$ cat src/rtl/toun_pkg.sv
// ---------------------------------------------------------------------------
// toun_pkg
// Shared types and constants of the triangle oriented unit normal core.
// ---------------------------------------------------------------------------
package toun_pkg;

    localparam int CB  = 16;          // coordinate width, signed q4.12
    localparam int NF  = 14;          // normal fraction bits
    localparam int OB  = NF + 2;      // normal output width, signed q1.14
    localparam int MB  = 30;          // scaled magnitude width

    // register indexes
    localparam logic [1:0] REG_REF_X = 2'd0;
    localparam logic [1:0] REG_REF_Y = 2'd1;
    localparam logic [1:0] REG_REF_Z = 2'd2;

    localparam logic signed [CB-1:0] REF_X_RST = 16'sd0;
    localparam logic signed [CB-1:0] REF_Y_RST = 16'sd0;
    localparam logic signed [CB-1:0] REF_Z_RST = 16'sd2048;

    typedef struct packed {
        logic signed [CB-1:0] ax;
        logic signed [CB-1:0] ay;
        logic signed [CB-1:0] az;
        logic signed [CB-1:0] bx;
        logic signed [CB-1:0] by;
        logic signed [CB-1:0] bz;
        logic signed [CB-1:0] cx;
        logic signed [CB-1:0] cy;
        logic signed [CB-1:0] cz;
    } t_tri_in;

    typedef struct packed {
        logic                 swapped;
        logic signed [OB-1:0] normal_x;
        logic signed [OB-1:0] normal_y;
        logic signed [OB-1:0] normal_z;
        logic                 degenerate;
    } t_norm_out;

    // classified triangle handed from front to back
    typedef struct packed {
        logic                  swapped;
        logic                  degenerate;
        logic [2:0]            neg;
        logic [2:0][MB-1:0]    m;
    } t_item;

endpackage

$ cat src/rtl/toun_queue.sv
// ---------------------------------------------------------------------------
// toun_queue
// Short fifo between the classifying front and the normalizing back.
// ---------------------------------------------------------------------------
module toun_queue (
    input  logic            i_clk,
    input  logic            i_rst_n,
    input  logic            i_push,
    input  toun_pkg::t_item i_item,
    input  logic            i_pop,
    output logic            o_empty,
    output logic            o_full,
    output toun_pkg::t_item o_item
);
    import toun_pkg::*;

    localparam int DEPTH = 4;
    localparam int AW    = $clog2(DEPTH);

    t_item         r_mem [DEPTH];
    logic [AW-1:0] r_wp, r_rp;
    logic [AW:0]   r_cnt;
    logic          do_pop;

    assign o_empty = (r_cnt == '0);
    assign o_full  = (r_cnt == (AW+1)'(DEPTH));
    assign o_item  = r_mem[r_rp];
    assign do_pop  = i_pop && !o_empty;

    // pointers and fill count
    always_ff @(posedge i_clk) begin
        if (!i_rst_n) begin
            r_wp  <= '0;
            r_rp  <= '0;
            r_cnt <= '0;
        end else begin
            if (i_push) r_wp <= r_wp + 1'b1;
            if (do_pop) r_rp <= r_rp + 1'b1;
            r_cnt <= r_cnt + (AW+1)'(i_push) - (AW+1)'(do_pop);
        end
    end

    // storage
    always_ff @(posedge i_clk) begin
        if (i_push) r_mem[r_wp] <= i_item;
    end

endmodule

$ cat config.mk
export PLATFORM = sky130hd
export DESIGN_NAME = toun_queue
export DESIGN_NICKNAME = d
export VERILOG_FILES = /design/src/rtl/toun_pkg.sv /design/src/rtl/toun_queue.sv
export SDC_FILE = /design/constraint.sdc
export NUM_CORES = 1
export LEC_CHECK = 0
export ABC_AREA = 1
export BUFFER_PORTS_ARGS = -buffer_cell sky130_fd_sc_hd__buf_2
export CAP_MARGIN = 20
export CORE_MARGIN = 5
export CORE_UTILIZATION = 25
export CTS_BUF_LIST = sky130_fd_sc_hd__clkbuf_16
export DETAILED_ROUTE_END_ITERATION = 6
export SLEW_MARGIN = 0
export SYNTH_ARGS = -nofsm -noshare
export SYNTH_HDL_FRONTEND = slang
export SYNTH_SLANG_ARGS = --single-unit
$ cat constraint.sdc
create_clock -name i_clk -period 3.55 [get_ports i_clk]
set_input_delay 0.5325 -clock i_clk [delete_from_list [all_inputs] [get_ports i_clk]]
set_output_delay 0.5325 -clock i_clk [all_outputs]
set_load 0.01 [all_outputs]
## After elaboration in Yosys (flattened, before gate mapping)

Memory sizes are Yosys's and may differ from the RTL's. A register that Yosys moved wholly into a read port is not among the register bits.
Index checks and enable logic that the tools add are counted.

| cells by class | value |
|---|---|
| add/sub/neg operators | 4 |
| $mul | 0 |
| div/mod/pow operators | 0 |
| $lt $le $gt $ge | 0 |
| equal/unequal tests | 1 |
| shifts and indexed selects | 0 |
| multiplexer cells | 4 |
| bitwise gates (word level) | 0 |
| reduce and logical (&&, ||, !) cells | 3 |

Operator list:

| operator | number |
|---|---|
| 2-bit by 1-bit adder with 2-bit output (second input constant) | 2 |
| 2-bit 2-to-1 mux | 2 |
| 3-bit by 1-bit adder with 3-bit output | 1 |
| 3-bit == test (second input constant) | 1 |
| 3-bit logical NOT | 1 |
| 3-bit by 1-bit subtractor with 3-bit output | 1 |
| 1-bit 2-to-1 mux | 2 |
| 1-bit logical AND | 1 |
| 1-bit logical NOT | 1 |

| storage, ports and cells | value |
|---|---|
| register bits after elaboration | 7 |
| latch bits | 0 |
| bits in writable memories | 380 |
| ROM bits | 0 |
| bits of input ports | 99 |
| word-level logic and storage cells | 16 |
| memories kept | 1 |

Memory list:

| name | words | bits a word | rd ports | clocked after Yosys merged registers in | wr ports | line | source |
|---|---|---|---|---|---|---|---|
| r_mem | 4 | 95 | 1 | 1 | 1 | toun_queue.sv:20 | `t_item r_mem [DEPTH];` |

## Longest topological paths before layout

Gate-level depths: netlist of run 1.

| logic depth | value |
|---|---|
| depth after elaboration | 5 |
| gate-level depth with buffers | 11 |
| gate-level depth less buffers | 11 |

## Worst setup path before layout of run 1

Ideal clock, no wire load.

| path | value |
|---|---|
| path type | reg-to-reg |
| start | reg r_wp[0] |
| end | mem r_mem[2][0] in the netlist's numbering (enable) |
| setup time | 0.449 ns |
| arrival time | 2.424 ns |
| required time | 3.101 ns |
| setup slack | 0.677 ns |
| cell stages (with the launch flop) | 5 |
| period minus slack after synthesis | 2.873 ns |
| path through | dfxtp_1 inv_1 ha_1 nand2_1 inv_1 |

RTL lines:

| item | line | source |
|---|---|---|
| start: declaration | toun_queue.sv:21 | `logic [AW-1:0] r_wp, r_rp;` |
| start signal: assignment | toun_queue.sv:37 | `if (i_push) r_wp <= r_wp + 1'b1;` |
| end: declaration | toun_queue.sv:20 |  |

No word-level cell before the write port.

==> summary.md, run 1 <==
| Metric | Value |
|---|---|
| Status | `finished, final reports clean` |
| Synth cell types | `21` |
| Via density | `about 4.4` |
| CP Capture Type | `output pin` |
| GRT Total Usage | `a little over a tenth` |
| Post-synth top area share | `approximately four fifths` |
| Commonest non-fill, non-tap cell in the layout | `edfxtp_1` |
| Power per cell area | `669 mW/mm²` |
| Antenna violations before repair | `9` |
| Routed len/inst | `~18 µm` |
| Hold endpoint | `r_mem[2][63]` |
| Power Total | `roughly 12 mW` |
| Final setup viols | `0` |
| Peak Freq | `about 0.35 GHz` |
| Final Core Density | `a little under a third` |
| Crit-path leading delay family | `buffers and inverters` |
| Via Count | `approximately 8700` |
| CTS tree | `built` |
| Crit Path Class | `reg2out` |
| Top cells by area, synth | `edfxtp_1 79%, o21ai_0 6.2%, nor2_1 5.1%` |
| Dpl cell area | `0.0164 mm²` |
| Pin count of the biggest net entering global routing | `around 190` |
| Num CTS Buffers | `43` |
| Clock period minus worst slack | `approximately 2.8 ns` |
| Syn Area/Cell | `about 15 µm²` |
| Hold Crit Start | `i_item[63]` |
| CTS Buffer Depth | `3` |
| Slowest cell on the critical path | `buf_12` |
| Fin worst setup slack | `slightly above 0.7 ns` |
| DRC violations left | `0` |
| Critical Path, Cell by Cell | `buf_12 > o21ai_0 > o22ai_1 > buf_2` |
| Cts hold-fix bufs | `0` |
| Top Ports | `~200` |
| Postcts setup bufs | `0` |
| Mapped Area | `~0.015 mm²` |
| Hold Crit Depth | `1` |
| Initial Util | `between 20% and 30%` |
| Seq/Total Area, Yosys | `around four fifths` |
| Total congestion overflow | `0` |
| Clock sinks | `about 390` |
| Routability-driven placement congestion ratio | `~0.73` |
| Final Non-Filler Cells | `approximately 2000` |
| Fin nets | `1283` |
| # resized after CTS | `0` |
| Worst min path class | `in2reg` |
| Cells after DPL | `approximately 1900` |
| Crit path buffers/inverters | `2` |
| Synth Instances | `981` |
| Root Buffer | `clkbuf_16` |
| Core Area | `about 0.058 mm²` |
| R2R Setup Slk | `approximately 1.6 ns` |
| Detailed placer's ending HPWL | `19400 µm` |
| Nature of the critical path startpoint | `register` |
| FF+latch count, synth | `389` |
| Maxcap violations | `0` |
| Fraction of the cycle the final worst path needs | `about 80%` |
| H-tree levels | `2` |
| DIE AREA | `between 0.06 and 0.07 mm²` |
| DRT antenna net count | `0` |
| Slew headroom | `between 40 and 50%` |
| Fin Setup TNS | `0 ns` |
| Crit Reg-Reg Endpoint | `r_cnt[2]` |
| DIE HEIGHT | `about 250 µm` |
| Slew Limit Fails | `0` |
| RR Startpoint | `r_cnt[1]` |
| Lkg Pwr | `6.07 nW` |
| Synth warn | `0` |
| Routed WL | `35000 µm` |
| RSZ-0062 raised after global routing | `no` |
| Commonest non-fill, non-tap cells in the layout | `380 x edfxtp_1, 198 x nor2_1, 195 x buf_2` |
| Die X | `about 250 µm` |
| R2r worst-path depth | `11` |
| Cell taking the most area after synthesis | `edfxtp_1` |
| Layout cells sized above 1 | `between 20% and 30%` |
| Global-route wire length before repair | `roughly 52000 µm` |
| Clock latency on the worst-skew pair | `0.55 ns` |
| Port buffer count | `roughly 200` |
| First-pass iteration count of the detailed router | `4` |
| Crit-path max cell delay | `between 0.5 and 0.6 ns` |
| Number of global-route vias before repair | `slightly below 9000` |
| Clock skew | `around 0.011 ns` |
| Clock transition at path regs | `approximately 0.06 ns` |
| Worst EP arrival | `~2.3 ns` |
| Worst slack at placement | `about 1.3 ns` |
| Initial drt markers | `about 610` |
| Peak supply drop | `between 0.3 and 0.4 mV` |
| Fin Hold WS | `between 0.15 and 0.2 ns` |
| Mapped Nets | `between 1000 and 1500` |
| Synthesis-to-finish area growth | `21.6%` |
| Levels on crit path | `4` |
| Num rows | `88` |
| Hold Fails Final Rpt | `0` |
| Worst Path Max Fanout | `between 150 and 200` |
| Design Area, Final | `roughly 0.018 mm²` |
| Tightest Pin Transition | `0.855 ns` |
| CP required | `around 3 ns` |
## report_power, final
part           total [mW]  switching, mW  internal (mW)
clock network        4.14           1.78           2.36
logic                2.36           1.59          0.771
registers            5.33         0.0584           5.27
total                11.8           3.42           8.40
## cell usage after synthesis
cell and number:
clkbuf_2 8, a21boi_0 1, inv_1 17, o21ai_1 14
ha_1 6, nor2_1 198, nand3_1 1, buf_6 13
o22ai_1 95, buf_2 19, buf_12 1, o21ai_0 179
dfxtp_1 9, nand2_1 13, inv_2 1, fa_1 1
inv_6 1, buf_4 2, clkbuf_1 18, a21oi_1 4
edfxtp_1 380
## registers in the layout (all words and copies together), names as in the netlist, named ones only
| name | flops |
|---|---|
| r_mem | 380 |
| r_rp | 2 |
| r_wp | 2 |
| r_cnt | 3 |
## worst register-to-register path, stage by stage (launching register included)
cell and delay (ns):
dfxtp_1 0.40, nor2_1 0.07, nand2_1 0.14, inv_1 0.09
nor2_1 0.10, ha_1 0.24, inv_1 0.06, ha_1 0.13
inv_1 0.06, fa_1 0.39, o21ai_0 0.16, nor2_1 0.05
## kinds of logic after synthesis
| group | synth area share (%) |
|---|---|
| AOI/OAI and AO/OA | 10.9 |
| adders and majority gates | 0.654 |
| buffers and inverters | 3.17 |
| DFF | 79.8 |
| and+or+nand+nor | 5.48 |
## final cells by class
cell class                      instances  area (µm²)
Antenna cell                            5        12.5
Clock inverter                         34         234
Clock buffer                           43        1080
Sequential cell                       389       11600
Inverter                               19        87.6
Multi-Input combinational cell        512        2480
Tap cell                              765         957
Fill cell                            5681       39900
Timing Repair Buffer                  212        1230
## worst max path at each step
stage                  endpoint     start  slack (ns)
floorplan           r_mem[2][0]   r_wp[0]        0.68
global placement     o_item[84]  register        1.33
detailed placement   o_item[84]  register        1.31
CTS                  o_item[41]  register        0.69
global route         o_item[74]  register        0.57
finish               o_item[74]  register        0.71
## metal layers
layer	GRT usage, %	part of all wire, %
met5	0	0.20
met4	2.93	2.1
met1	13.9	44
met3	4.18	8.2
met2	16.5	46
Power figures use the tool's default switching activity.
==> run 2: changes to the inputs <==
==> constraint.sdc (replaced) <==
create_clock -name i_clk -period 2.5 [get_ports i_clk]
set_input_delay 0.375 -clock i_clk [delete_from_list [all_inputs] [get_ports i_clk]]
set_output_delay 0.375 -clock i_clk [all_outputs]
set_load 0.01 [all_outputs]
==> run 2 against run 1 <==
  * Non-clock buffer count rose by 34
  * Setup slack got worse by 0.61 ns
  * Critical path depth did not move
  * Clock power rose by 47%
  * Worst hold slack got worse by 0.15 ns
  * Final cell count rose by 1.5%
  * Register-to-register slack got worse by 1.0 ns
  * Total power rose by 46%
  * Via count rose by 2.3%
  * Utilization rose by 0.81 points
  * Critical endpoint is now o_item[61]
  * Largest power group unchanged
==> summary.md, run 2 (same netlist as run 1, synthesis figures left out) <==
| Metric | Value |
|---|---|
| Lkg Pwr | `6.26 nW` |
| Power Total | `between 15 and 20 mW` |
| GRT Total Usage | `a little over a tenth` |
| Clock period minus worst slack | `approximately 2.4 ns` |
| Final Non-Filler Cells | `approximately 2000` |
| CP required | `2.12 ns` |
| Fin nets | `roughly 1300` |
| Via density | `roughly 4.4` |
| DRC violations left | `0` |
| Hold Fails Final Rpt | `0` |
| Design Area, Final | `about 0.018 mm²` |
| Largest registers | `r_mem: 380 flops, r_cnt: 3 flops` |
| Routed len/inst | `17.6 µm` |
| Num rows | `88` |
| Nature of the critical path startpoint | `register` |
| Top Ports | `between 150 and 200` |
| Largest Register | `r_mem` |
| Slew Limit Fails | `0` |
| RSZ-0062 raised after global routing | `yes` |
| H-tree levels | `2` |
| Peak supply drop | `0.578 mV` |
| Detailed placer's ending HPWL | `roughly 19000 µm` |
| DIE HEIGHT | `around 250 µm` |
| Postcts setup bufs | `0` |
| Port buffer count | `195` |
| Num CTS Buffers | `43` |
| Routability-driven placement congestion ratio | `slightly above 0.7` |
| Die X | `between 200 and 300 µm` |
| Synthesis-to-finish area growth | `24.8%` |
| Commonest non-fill, non-tap cells in the layout | `380 x edfxtp_1, 198 x nor2_1, 195 x buf_2` |
| Clock latency on the worst-skew pair | `approximately 0.54 ns` |
| Routed WL | `around 35000 µm` |
| Root Buffer | `clkbuf_16` |
| CTS tree | `built` |
| Antenna violations before repair | `10` |
| Clock sinks | `just under 400` |
| Via Count | `8924` |
| Core Area | `~0.058 mm²` |
| Worst Path Max Fanout | `between 70 and 80` |
| Final setup viols | `0` |
| R2r worst-path depth | `11` |
| Cells after DPL | `1898` |
| Layout cells sized above 1 | `a little under a quarter` |
| Clock skew | `between 0.01 and 0.015 ns` |
| Dpl cell area | `0.0164 mm²` |
| Status | `finished, final reports clean` |
| Initial drt markers | `505` |
| DIE AREA | `0.0630 mm²` |
| Maxcap violations | `0` |
| Global-route wire length before repair | `~53000 µm` |
| Total congestion overflow | `0` |
| Clock transition at path regs | `0.06 ns` |
| First-pass iteration count of the detailed router | `4` |
| Worst EP arrival | `around 2.0 ns` |
| Tightest Pin Transition | `~0.52 ns` |
| Number of global-route vias before repair | `between 8000 and 9000` |
| Fin Setup TNS | `0 ns` |
| Power per cell area | `949 mW/mm²` |
| DRT antenna net count | `0` |
| Pin count of the biggest net entering global routing | `74` |
| Worst min path class | `in2reg` |
| Max reg flops | `380` |
| Peak Freq | `0.418 GHz` |
| Crit Path Class | `reg2out` |
| Commonest non-fill, non-tap cell in the layout | `edfxtp_1` |
| CTS Buffer Depth | `3` |
| Initial Util | `25.2%` |
| Hold Crit Depth | `1` |
| Fraction of the cycle the final worst path needs | `95.7%` |
| Slew headroom | `between 60% and 70%` |
| CP Capture Type | `output pin` |
run 2: cell types whose count changed in the layout (fill, tap and decap cells not counted), sizes merged:
cell,change
buf,+1
bufbuf,+1
bufinv,+2
clkbuf,+2
clkinv,-4
clkinvlp,+6
diode,-3
dlygate4sd3,+32
inv,-8
run 2: layer usage:
metal | wire (µm) | global-route usage [%] | vias up
met5 | 82 | 0 | -
met4 | 752 | 2.85 | 12
li1 | - | - | 4160
met1 | 15400 | 13.8 | 4439
met3 | 2810 | 3.84 | 63
met2 | 16400 | 17.4 | 250
run 2: path summary, 6_finish.rpt:
path / from / end / slack [ns]
min: i_item[19] / r_mem[0][19] / 0.05
max: register / o_item[61] / 0.11
min reg2reg: r_rp[0] / r_rp[0] / 0.49
max reg2reg: r_cnt[1] / r_cnt[2] / 0.53
run 2: stage by stage:
step | worst slack, ns | utilization [%] | hold WS (ns)
6_report | 0.108 | 31.5 | 0.0469
5_1_grt | -0.0390 | 31.5 | 0.00539
4_1_cts | 0.0420 | 31.5 | 0.000144
3_5_place_dp | 0.522 | 28.5 | 0.490
3_3_place_gp | 0.514 | 28.5 | 0.482
2_1_floorplan | 0.0265 | - | 0.448
run 2: power by group:
part / switching, mW / total [mW] / internal (mW)
registers: 0.0958 / 7.58 / 7.48
clock network: 2.45 / 6.10 / 3.66
logic: 2.32 / 3.53 / 1.21
total: 4.87 / 17.2 / 12.3
run 2: area by class of cell:
class | count | area [µm²]
Multi-Input combinational cell | 512 | 2490
Inverter | 19 | 95.1
Sequential cell | 389 | 11600
Clock buffer | 45 | 1130
Fill cell | 5625 | 39400
Timing Repair Buffer | 246 | 1620
Clock inverter | 30 | 250
Tap cell | 765 | 957
Antenna cell | 2 | 5.00
run 2: timing repair:
item / 4_1_cts / 5_1_grt
setup endpoints to repair: 15 / 8
hold buffers: 32 / 0
cloned: 1 / 0
endpoints found under the hold margin: 113 / 0
gates resized for setup: 2 / 1
run 2: worst max-delay path, cell delays in order, from the launching register on:
cell     delay (ns)
dfxtp_4        0.44
buf_16         0.33
o21ai_0        0.18
o22ai_1        0.29
buf_2          0.19
==> run 3: changes to the inputs <==
==> constraint.sdc (replaced) <==
create_clock -name i_clk -period 2.9 [get_ports i_clk]
set_input_delay 0.29 -clock i_clk [delete_from_list [all_inputs] [get_ports i_clk]]
set_output_delay 0.29 -clock i_clk [all_outputs]
set_load 0.01 [all_outputs]
==> run 3 against run 2 <==
  * Worst hold slack improved by 0.0058 ns
  * Final cell count up 3.4%
  * Critical path depth rose by 1
  * Combinational power down 16%
  * Flip-flop and latch count did not move
  * First-iteration DRC count rose by 3.8%
==> summary.md, run 3 (same netlist as run 1, synthesis figures left out) <==
| Metric | Value |
|---|---|
| DIE AREA | `between 0.06 and 0.07 mm²` |
| Detailed placer's ending HPWL | `between 20000 and 25000 µm` |
| Via Count | `just over 9000` |
| Nature of the critical path startpoint | `register` |
| Worst Path Max Fanout | `57` |
| Tightest Pin Transition | `0.542 ns` |
| Slew headroom | `63.9%` |
| CP required | `2.61 ns` |
| Max reg flops | `380` |
| Crit path buffers/inverters | `3` |
| Crit-path max cell delay | `0.45 ns` |
| Initial Util | `between 20% and 30%` |
| Fin nets | `1383` |
| Clock sinks | `just under 400` |
| CTS tree | `built` |
| Hold Crit Depth | `3` |
| Top Ports | `196` |
| Via density | `4.38` |
| Routed WL | `35900 µm` |
| CP Capture Type | `output pin` |
| Final setup viols | `0` |
| Fin Setup TNS | `0 ns` |
| DIE HEIGHT | `between 200 and 300 µm` |
| Combinational Power Share | `between 20% and 30%` |
| Clock transition at path regs | `0.06 ns` |
| Sw power | `4.20 mW` |
| Hold Fails Final Rpt | `0` |
| Routed len/inst | `17.3 µm` |
| CTS Buffer Depth | `3` |
| H-tree levels | `2` |
| Clock latency on the worst-skew pair | `about 0.54 ns` |
| Synthesis-to-finish area growth | `28.4%` |
| Clock power share | `34.8%` |
| Fillers | `between 5000 and 6000` |
| Antenna violations before repair | `3` |
| Area of the multi-input gates | `0.00248 mm²` |
| Crit Path Class | `reg2out` |
| RSZ-0062 raised after global routing | `no` |
| Fraction of the cycle the final worst path needs | `between 80 and 90%` |
| Worst EP arrival | `roughly 2.3 ns` |
| Critical Path, Cell by Cell | `inv_6 > buf_4 > nor2_1 > o22ai_1 > buf_2` |
| Total congestion overflow | `0` |
| Global-route wire length before repair | `roughly 54000 µm` |
| Num CTS Buffers | `42` |
| Num rows | `just under 90` |
| Hold endpoint | `r_rp[0]` |
| Final Core Density | `between 30% and 40%` |
| DRC violations left | `0` |
| Clock period minus worst slack | `2.60 ns` |
| Peak supply drop | `roughly 0.45 mV` |
| Power Total | `14.7 mW` |
| Hold Crit Start | `i_pop` |
| Largest registers | `r_mem: 380 flops, r_cnt: 3 flops` |
| Lkg Pwr | `around 6.5 nW` |
| Number of global-route vias before repair | `approximately 9400` |
| Commonest non-fill, non-tap cells in the layout | `380 x edfxtp_1, 198 x nor2_1, 195 x buf_2` |
| Postcts setup bufs | `0` |
| Maxcap violations | `0` |
| Routability-driven placement congestion ratio | `0.727` |
| Seq. cell area | `approximately 0.012 mm²` |
| Clock skew | `slightly above 0.008 ns` |
| Cells after DPL | `approximately 1900` |
| Cts hold-fix bufs | `96` |
| First-pass iteration count of the detailed router | `4` |
| Crit-path leading delay family | `buffers and inverters` |
| Worst min path class | `in2reg` |
| Initial drt markers | `between 500 and 600` |
| DRT antenna net count | `0` |
| Die X | `~250 µm` |
| # resized after CTS | `0` |
| GRT Total Usage | `a little over a tenth` |
| Status | `finished, final reports clean` |
| Sw Ratio | `28.6%` |
| Layout cells sized above 1 | `about 21%` |
| Power per cell area | `between 700 and 800 mW/mm²` |
| Root Buffer | `clkbuf_16` |
| Peak Freq | `slightly below 0.4 GHz` |
| R2r worst-path depth | `11` |
| Slowest cell on the critical path | `dfxtp_4` |
| Commonest non-fill, non-tap cell in the layout | `edfxtp_1` |
| Crit Reg-Reg Endpoint | `r_cnt[2]` |
| Slew Limit Fails | `0` |
| RR Startpoint | `r_cnt[1]` |
| Port buffer count | `slightly below 200` |
| Core Area | `around 0.058 mm²` |
| R2R Setup Slk | `between 0.9 and 1 ns` |
| Pin count of the biggest net entering global routing | `around 80` |
| Pint | `roughly 10 mW` |
| Final Non-Filler Cells | `~2100` |
| Seq pwr share | `between 40% and 50%` |
| Largest Register | `r_mem` |
[run 3: tightest hold or removal path, delay by kind of cell]
| kind | cells | cell delay (ns) |
|---|---|---|
| simple gates | 1 | 0.08 |
| compound gates | 1 | 0.08 |
| buf+inv | 1 | 0.11 |
[run 3: worst max-delay path by stage]
stage                     startpoint          end  slack [ns]  cells after the start
after floorplan              r_wp[0]  r_mem[2][0]        0.03                      4
after global placement      register   o_item[84]        0.84                      5
after detailed placement    register   o_item[84]        0.83                      5
after CTS                   register   o_item[84]        0.20                      5
after global routing        register   o_item[84]        0.08                      5
final                       register   o_item[84]        0.30                      5
[run 3: metal layers]
layer | part of all wire, % | vias to the layer above | GRT usage [%]
met5 | 0 | - | 0
met4 | 1.8 | 0 | 2.81
met1 | 44 | 4484 | 14.2
met2 | 47 | 274 | 17.9
li1 | - | 4293 | -
met3 | 7.8 | 45 | 3.39
[run 3: final cells by class]
cell class | instances | area share (%)
Multi-Input combinational cell | 512 | 13.3
Clock buffer | 45 | 6.03
Antenna cell | 3 | 0.0402
Clock inverter | 31 | 1.09
Sequential cell | 389 | 62.1
Tap cell | 765 | 5.13
Timing Repair Buffer | 313 | 11.8
Inverter | 19 | 0.469
[run 3: power by group through the flow]
| stage | clock [mW] | combinational (mW) | sequential, mW |
|---|---|---|---|
| finish | 5.11 | 2.98 | 6.57 |
| global route | 5.51 | 3.32 | 6.59 |
| CTS | 5.29 | 3.06 | 6.58 |
| detailed placement | 0 | 2.94 | 6.69 |
| global placement | 0 | 2.89 | 6.68 |
| floorplan | 0 | 1.81 | 6.64 |
[run 3: stage by stage]
step	setup WS, ns	hold slack [ns]	cell area [µm²]
after global routing	0.0765	0.0434	18700
after global placement	0.840	0.471	16400
after floorplan	0.0273	0.388	14500
final	0.302	0.0527	18700
after CTS	0.197	0.00974	18700
after detailed placement	0.825	0.506	16400
